`src/hw/rtl/rtt_pkg.sv`:
```
`timescale 1ns / 1ps
// ----------------------------------------------------------------------------
// rtt_pkg
// shared types and constants for the range top-two extremes tree
// ----------------------------------------------------------------------------
package rtt_pkg;

  localparam int VAL_W = 32;
  localparam logic signed [VAL_W-1:0] VAL_MIN = {1'b1, {(VAL_W-1){1'b0}}};
  localparam logic signed [VAL_W-1:0] VAL_MAX = {1'b0, {(VAL_W-1){1'b1}}};

  localparam logic ACT_WRITE = 1'b0;
  localparam logic ACT_QUERY = 1'b1;

  typedef enum logic [3:0] {
    ST_CLEAR,
    ST_IDLE,
    ST_W_LEAF,
    ST_W_RDL,
    ST_W_RDR,
    ST_W_UPD,
    ST_Q_LOOP,
    ST_Q_BW,
    ST_Q_ECHK,
    ST_Q_EW,
    ST_OUT
  } state_t;

  typedef struct packed {
    logic load_item;
    logic clr_step;
    logic leaf_wr;
    logic rd_left;
    logic rd_right;
    logic upd;
    logic q_rd_b;
    logic q_merge_b;
    logic q_rd_e;
    logic q_merge_e;
    logic q_shift;
    logic out_load;
  } cmd_t;

  typedef struct packed {
    logic clr_last;
    logic pos_ok;
    logic k_one;
    logic b_lt_e;
    logic b_odd;
    logic e_odd;
    logic out_free;
  } status_t;

endpackage

```
`src/hw/rtl/rtt_ctrl.sv`:
```
`timescale 1ns / 1ps
// ----------------------------------------------------------------------------
// rtt_ctrl
// sequencer for clear pass, write path update and range query walk
// ----------------------------------------------------------------------------
module rtt_ctrl (
  input  logic             clk,
  input  logic             rst_n,
  input  logic             in_valid,
  input  logic             in_action,
  output logic             in_stall,
  input  rtt_pkg::status_t sts,
  output rtt_pkg::cmd_t    cmd
);
  import rtt_pkg::*;

  state_t state_r, state_nxt;

  always_ff @(posedge clk) begin
    if (!rst_n) begin
      state_r <= ST_CLEAR;
    end else begin
      state_r <= state_nxt;
    end
  end

  always_comb begin
    state_nxt = state_r;
    case (state_r)
      ST_CLEAR:  if (sts.clr_last) state_nxt = ST_IDLE;
      ST_IDLE: begin
        if (in_valid) state_nxt = (in_action == ACT_QUERY) ? ST_Q_LOOP : ST_W_LEAF;
      end
      ST_W_LEAF: state_nxt = sts.pos_ok ? ST_W_RDL : ST_IDLE;
      ST_W_RDL:  state_nxt = ST_W_RDR;
      ST_W_RDR:  state_nxt = ST_W_UPD;
      ST_W_UPD:  state_nxt = sts.k_one ? ST_IDLE : ST_W_RDL;
      ST_Q_LOOP: begin
        if (!sts.b_lt_e) state_nxt = ST_OUT;
        else if (sts.b_odd) state_nxt = ST_Q_BW;
        else state_nxt = ST_Q_ECHK;
      end
      ST_Q_BW:   state_nxt = ST_Q_ECHK;
      ST_Q_ECHK: state_nxt = sts.e_odd ? ST_Q_EW : ST_Q_LOOP;
      ST_Q_EW:   state_nxt = ST_Q_LOOP;
      ST_OUT:    if (sts.out_free) state_nxt = ST_IDLE;
      default:   state_nxt = ST_CLEAR;
    endcase
  end

  always_comb begin
    cmd = '0;
    in_stall = 1'b1;
    case (state_r)
      ST_CLEAR:  cmd.clr_step = 1'b1;
      ST_IDLE: begin
        in_stall = 1'b0;
        cmd.load_item = in_valid;
      end
      ST_W_LEAF: cmd.leaf_wr = sts.pos_ok;
      ST_W_RDL:  cmd.rd_left = 1'b1;
      ST_W_RDR:  cmd.rd_right = 1'b1;
      ST_W_UPD:  cmd.upd = 1'b1;
      ST_Q_LOOP: cmd.q_rd_b = sts.b_lt_e && sts.b_odd;
      ST_Q_BW:   cmd.q_merge_b = 1'b1;
      ST_Q_ECHK: begin
        cmd.q_rd_e = sts.e_odd;
        cmd.q_shift = !sts.e_odd;
      end
      ST_Q_EW:   cmd.q_merge_e = 1'b1;
      ST_OUT:    cmd.out_load = sts.out_free;
      default:   cmd = '0;
    endcase
  end

endmodule

```
`config.mk`:
```
export PLATFORM = sky130hd
export DESIGN_NAME = rtt_ctrl
export DESIGN_NICKNAME = d
export VERILOG_FILES = /design/src/hw/rtl/rtt_pkg.sv /design/src/hw/rtl/rtt_ctrl.sv
export SDC_FILE = /design/constraint.sdc
export NUM_CORES = 1
export LEC_CHECK = 0
export ABC_AREA = 1
export BUFFER_PORTS_ARGS = -buffer_cell sky130_fd_sc_hd__buf_2
export CAP_MARGIN = 15
export CORE_AREA = 4 4 41 43
export DETAILED_ROUTE_END_ITERATION = 7
export DIE_AREA = 0 0 45 47
export SETUP_SLACK_MARGIN = 0.5
export SYNTH_ARGS = -nofsm -noshare
export SYNTH_HDL_FRONTEND = slang
export SYNTH_SLANG_ARGS = --single-unit
```
`constraint.sdc`:
```
create_clock -name clk -period 1.2 [get_ports clk]
set_input_delay 0.24 -clock clk [delete_from_list [all_inputs] [get_ports clk]]
set_output_delay 0.24 -clock clk [all_outputs]
set_load 0.02 [all_outputs]
```
== Word level (Yosys, flattened, before mapping) ==
Cells that the tools add are included.

* Word-level logic and storage cells: 41
* Output and inout bits: 13
* Input port bits: 11
* Register bits after elaboration: 4

* Equal/unequal tests: 13
* Multiplexer cells: 23
* Reductions and logical operators: 4

{| class="wikitable"
|+ Operators with widths
! kind !! number
|-
| $pmux 4 s11 || 1
|-
| $mux 4 || 6
|-
| $eq 4x3->1 const B || 4
|-
| $mux 1 || 13
|-
| $eq 4x4->1 const B || 3
|-
| $eq 4x2->1 const B || 2
|-
| $ne 2x2->1 const B || 3
|-
| $eq 4x1->1 const B || 1
|-
| $logic_not 4->1 || 1
|-
| $mux 2 || 2
|-
| $mux 3 || 1
|-
| $reduce_and 3->1 || 1
|-
| $logic_and 1x1->1 || 1
|-
| $logic_not 1->1 || 1
|}

== Logic depth before layout (Yosys ltp) ==
Gate-level depths: netlist of the first run.

* Depth after elaboration: 3
* Gate-level depth with buffers: 8
* Mapped depth without buffers: 8

== Least setup slack after synthesis of the first run ==
No wires, ideal clock.

* Kind: flip-flop to output port
* Start point: register state_r[0]
* End point: output port cmd[11] (netlist name)
* Cell stages (with the launch flop): 5
* Setup slack: -0.173 ns
* Buffers on the path: 0
* Required time: 0.960 ns
* Data arrival time: 1.133 ns
* Path through: dfxtp_1 -> nand2_1 -> nor2_1 -> inv_1 -> nor2_1

{| class="wikitable"
|+ RTL lines
! what !! line !! text
|-
| from (decl) || rtt_ctrl.sv:17 || <nowiki>state_t state_r, state_nxt;</nowiki>
|-
| from (signal assigned) || rtt_ctrl.sv:23 || <nowiki>state_r <= state_nxt;</nowiki>
|-
| to (decl) || rtt_ctrl.sv:13 || <nowiki>output rtt_pkg::cmd_t cmd</nowiki>
|}

==> results of run 1 <==
[cell families (layout without fill, tap and decap cells)]
group | count (synthesis) | count (layout) | share of synthesized area (%)
AOI/OAI and AO/OA | 5 | 5 | 8.49
DFF | 4 | 4 | 20.1
and+or+nand+nor | 45 | 45 | 50.6
buffers and inverters | 22 | 72 | 20.8
[worst paths after layout]
path,end,slack [ps],startpoint
worst max-delay path,cmd[5],-230,state_r[1]
worst min-delay path,state_r[2],300,rst_n
worst max register to register,state_r[1],-120,state_r[2]
worst min register to register,state_r[1],780,state_r[3]
[worst max-delay path, cell delays in order, from the launching register on]
cell and delay [ps]:
dfxtp_4 380, inv_4 60, nor2_4 160, nand4_1 160, inv_2 80, buf_6 110
[per-layer routing]
layer  track usage, %  share of wire, %  up-vias
met5                0                 0        -
met2             30.2                52       14
met1             20.0                43      310
met4             11.1               1.5        0
met3             1.92               2.8        4
li1                 -                 -      337
[cell usage in the layout, fill, tap and decap left out, drive strengths merged]
| cell type | synthesis | routed |
|---|---|---|
| inv | 22 | 22 |
| nand2 | 17 | 17 |
| clkbuf | 0 | 4 |
| nor2 | 16 | 16 |
| dfxtp | 4 | 4 |
| a41oi | 1 | 1 |
| nor3 | 3 | 3 |
| nand4 | 2 | 2 |
| a21oi | 2 | 2 |
| o211ai | 2 | 2 |
| buf | 0 | 46 |
| nand3 | 7 | 7 |
[cell type report]
cell class	count	area, sq um	share of cell area, %
repair buffers	46	395	39.1
multi-input cells	50	384	37.9
flip-flops and latches	4	95.1	9.39
inverters	22	92.6	9.15
clock buffers	4	26.3	2.60
well taps	15	18.8	1.85
[stage by stage]
stage / instance area, sq um / hold WS [ps]
detailed placement: 654 / 519
floorplan: 483 / 401
finish: 1010 / 299
global placement: 654 / 510
global route: 1010 / 327
CTS: 925 / 272
[cell usage after synthesis]
cell / number / area share (%)
a21oi_1: 2 / 2.5
a41oi_1: 1 / 2.2
dfxtp_1: 4 / 20
inv_1: 18 / 17
inv_2: 4 / 3.8
nand2_1: 16 / 15
nand2_2: 1 / 1.6
nand3_1: 7 / 8.8
nand4_1: 2 / 3.1
nor2_1: 13 / 12
nor2_2: 2 / 3.1
nor2_4: 1 / 2.8
nor3_1: 3 / 3.8
o211ai_1: 2 / 3.8
[where the power goes]
part	switching, W	internal (W)
clock	0.0000651	0.000125
sequential	0.0000648	0.000169
combinational	0.000497	0.000465
[what timing repair did]
action                                  CTS  global route
resized for setup                        43            14
buffers inserted                         12             6
endpoints found under the setup margin   17            17
pin swaps                                13            11
==> metrics.txt, run 1 <==
Reg clk slew, reported paths approximately 40 ps; Final Hold Viols 0; Remaining Overflow, GRT 0; first-pass GRT wire length around 2.6 mm; Final Power 0.00139 W; slew margin rel. a little over four fifths; Synth Net Count 87; reg2reg path depth 10; Pwr Density roughly 1400 nW/um^2; Max Clk Rate around 700 MHz; 1st-iter DRT viols 10; largest net degree at the start of global routing 7; Place WS -36.9 ps; filler cell count 86; IO buf count 23; Setup crit end kind output pin; sequential fraction of the synthesis area between 20% and 30%; syn_area_per_cell 5.24 sq um; Gate Count Post-Synth 76; Largest regs state_r (4); Layout Skew between 3 and 4 ps; Via density between 4 and 5; Max Slew Vio Count 0; Leakage approximately 0.53 nW; Distinct cells, synth 14; worst-margin pin slew 244 ps; Finished Core Util just under 80%; failing checks setup timing; CTS root buf clkbuf_4; initial antenna violation count 0; CP Data Arrival Time 1190 ps; drt total wl about 1.7 mm; Syn-to-layout area delta 154%; placed insts roughly 120; yosys synthesis warning count 0; die height 47 microns; setup ws final -228 ps; Top reg by flops state_r; DRC Markers 0; vias in the first global route around 660; HPWL Detailed roughly 1.1 mm; Startpoint Class flop; wire length per cell 12.0 microns; Initial Util about 31%; RSZ-0062 raised after global routing yes; outcome complete, but fails checks; CTS tree yes; Routability Congestion 0.758; H-tree lvl count 1; CORE AREA between 1000 and 1500 sq um; Hold Buf Count CTS 0; antenna fix cells 0; CTS Buf Count 3; maxcap violations 0; Worst-Skew Late Latency about 240 ps; Ports 24; number of non-filler instances in the completed layout 141; setup violators final 17; crit path time final 1430 ps; First-pass DRT Iterations 4; Data required, critical path 960 ps; number of synthesized register bits 4; setup_tns -2420 ps; GRT Total Usage 17.3%; Max VDD drop 0.973 mV; Routed Antenna Nets 0; HP Class in2reg; CTS sink cnt 4; Row Count 13; nets around 140; CP Class reg2out; number of flip-flops in the largest register 4; Post-Syn Area between 300 and 400 sq um; die area 2120 sq um; Via Count ~670; period utilisation layout 119%; Die X approximately 45 microns; Clock Tree Buf Depth 2; layout cells sized above 1 approximately three quarters; CP max FO 5; hold path depth 3
No activity file was read; power rests on OpenSTA's default activity.
==> inputs of run 2 (changes only) <==
--- a/config.mk
+++ b/config.mk
@@ -11,6 +11,7 @@
 export CORE_AREA = 4 4 41 43
 export DETAILED_ROUTE_END_ITERATION = 7
 export DIE_AREA = 0 0 45 47
+export GPL_ROUTABILITY_DRIVEN = 0
 export SETUP_SLACK_MARGIN = 0.5
 export SYNTH_ARGS = -nofsm -noshare
 export SYNTH_HDL_FRONTEND = slang
==> constraint.sdc (replaced) <==
create_clock -name clk -period 1.5 [get_ports clk]
set_input_delay 0.3 -clock clk [delete_from_list [all_inputs] [get_ports clk]]
set_output_delay 0.3 -clock clk [all_outputs]
set_load 0.02 [all_outputs]
==> metrics.txt, run 2 (synthesis gave the netlist of run 1 again) <==
slew margin rel. around four fifths; Remaining Overflow, GRT 0; nets between 100 and 150; Syn-to-layout area delta 110%; crit path time final approximately 1500 ps; CTS sink cnt 4; Hold Worst Slack roughly 340 ps; delay-heaviest family, CP flip-flops; Multi-input gate area between 300 and 400 sq um; H-tree lvl count 1; Worst Setup SP state_r[3]; number of flip-flops in the largest register 4; worst path bufs/invs 3; CP max FO 4; Routed Antenna Nets 0; critical path's slowest cell dfxtp_4; met2 GRT Util 26.8%; Top reg by flops state_r; wire length per cell 11.8 microns; GRT Total Usage around 16%; Final Hold Viols 0; Clock Tree Buf Depth 2; Data required, critical path between 1000 and 1500 ps; grt peak-use layer met2; Reg clk slew, reported paths around 50 ps; CP Data Arrival Time 1180 ps; CTS root buf clkbuf_4; CORE AREA 1300 sq um; worst-margin pin slew 270 ps; Initial Util 30.6%; die height approximately 47 microns; Max Clk Rate between 600 and 700 MHz; layout cells sized above 1 around two thirds; Max VDD drop between 0.5 and 0.6 mV; initial antenna violation count 0; antenna fix cells 0; HP Class in2reg; Layout Skew approximately 12 ps; filler cell count ~120; Setup crit end kind output pin; Max Slew Vio Count 0; CP Class reg2out; Pwr Density about 1100 nW/um^2; Leakage 0.451 nW; most common cell after layout, fill and taps aside nand2_1; HPWL Detailed roughly 1.0 mm; outcome finished, final reports clean; RSZ-0062 raised after global routing yes; drt total wl 1.52 mm; FF+latch area between 90 and 100 sq um; setup violators final 0; slowest stage delay, CP roughly 370 ps; Via Count between 600 and 700; placed insts roughly 110; M3 GR Usage under 10%; first-pass GRT wire length about 2.3 mm; Ports 24; vias in the first global route around 550; maxcap violations 0; die area approximately 2100 sq um; First-pass DRT Iterations 4; Startpoint Class flop; most frequent cells in the layout nand2_1, buf_2, buf_6, buf_4, inv_1; R2R Path Start state_r[1]; number of non-filler instances in the completed layout around 130; Row Count 13; DRC Markers 0; 1st-iter DRT viols 19; largest net degree at the start of global routing 8; critical path, cell by cell nor2_4 > inv_4 > nor2_4 > inv_4 > nor2_4 > buf_6; Worst-Skew Late Latency ~250 ps; Largest regs state_r (4); period utilisation layout 98.8%; hold_sp rst_n; met1 Usage GRT around 18%; Die X 45 microns; CTS Buf Count 3; Via density 4.78; CTS tree yes; Crit path top cell by count nor2_4; IO buf count 23; Hold Buf Count CTS 0
==> run 2: per-layer routing <==
layer  vias up  part of all wire [%]
met5         -                     0
met4         0                   2.7
met3         4                   5.2
met2        17                    52
met1       285                    40
li1        310                     -
==> run 2: timing repair <==
action	in CTS	in global routing
pin swaps	12	4
endpoints found under the hold margin	0	0
cloned	0	0
setup buffers	10	1
endpoints found under the setup margin	17	17
gates resized for setup	31	8
==> run 2: layout make-up <==
class | count | area share, %
clock buffers | 4 | 3.14
multi-input cells | 50 | 40.3
flip-flops and latches | 4 | 11.4
repair buffers | 34 | 31.9
inverters | 22 | 11.1
well taps | 15 | 2.25
==> run 2: through the flow <==
stage	setup slack (ps)	setup TNS (ps)	total power, W	instance area, sq um	util [%]
6_report	17.3	0	0.000906	836	64.2
5_1_grt	-30.6	-65.7	0.000967	836	64.2
4_1_cts	19.7	0	0.000867	806	61.9
3_5_place_dp	186	0	0.000585	602	46.3
3_3_place_gp	153	0	0.000588	602	46.3
2_1_floorplan	339	0	0.000481	468	-
==> run 2: path summary, 6_finish.rpt <==
path	slack (ps)	endpoint	cells after the start
worst max-delay path	20	cmd[11]	6
worst min-delay path	340	state_r[2]	3
worst max register to register	90	state_r[0]	9
worst min register to register	620	state_r[3]	2
==> run 2: power breakdown <==
group / total (W) / internal, W / switching [W]
sequential: 0.000186 / 0.000135 / 0.0000507
clock: 0.000155 / 0.000100 / 0.0000546
combinational: 0.000565 / 0.000236 / 0.000329
total: 0.000906 / 0.000472 / 0.000434
==> run 2: tightest hold or removal path, stage by stage <==
cell and delay (ps):
buf_2 70, inv_1 70, nor2_2 110
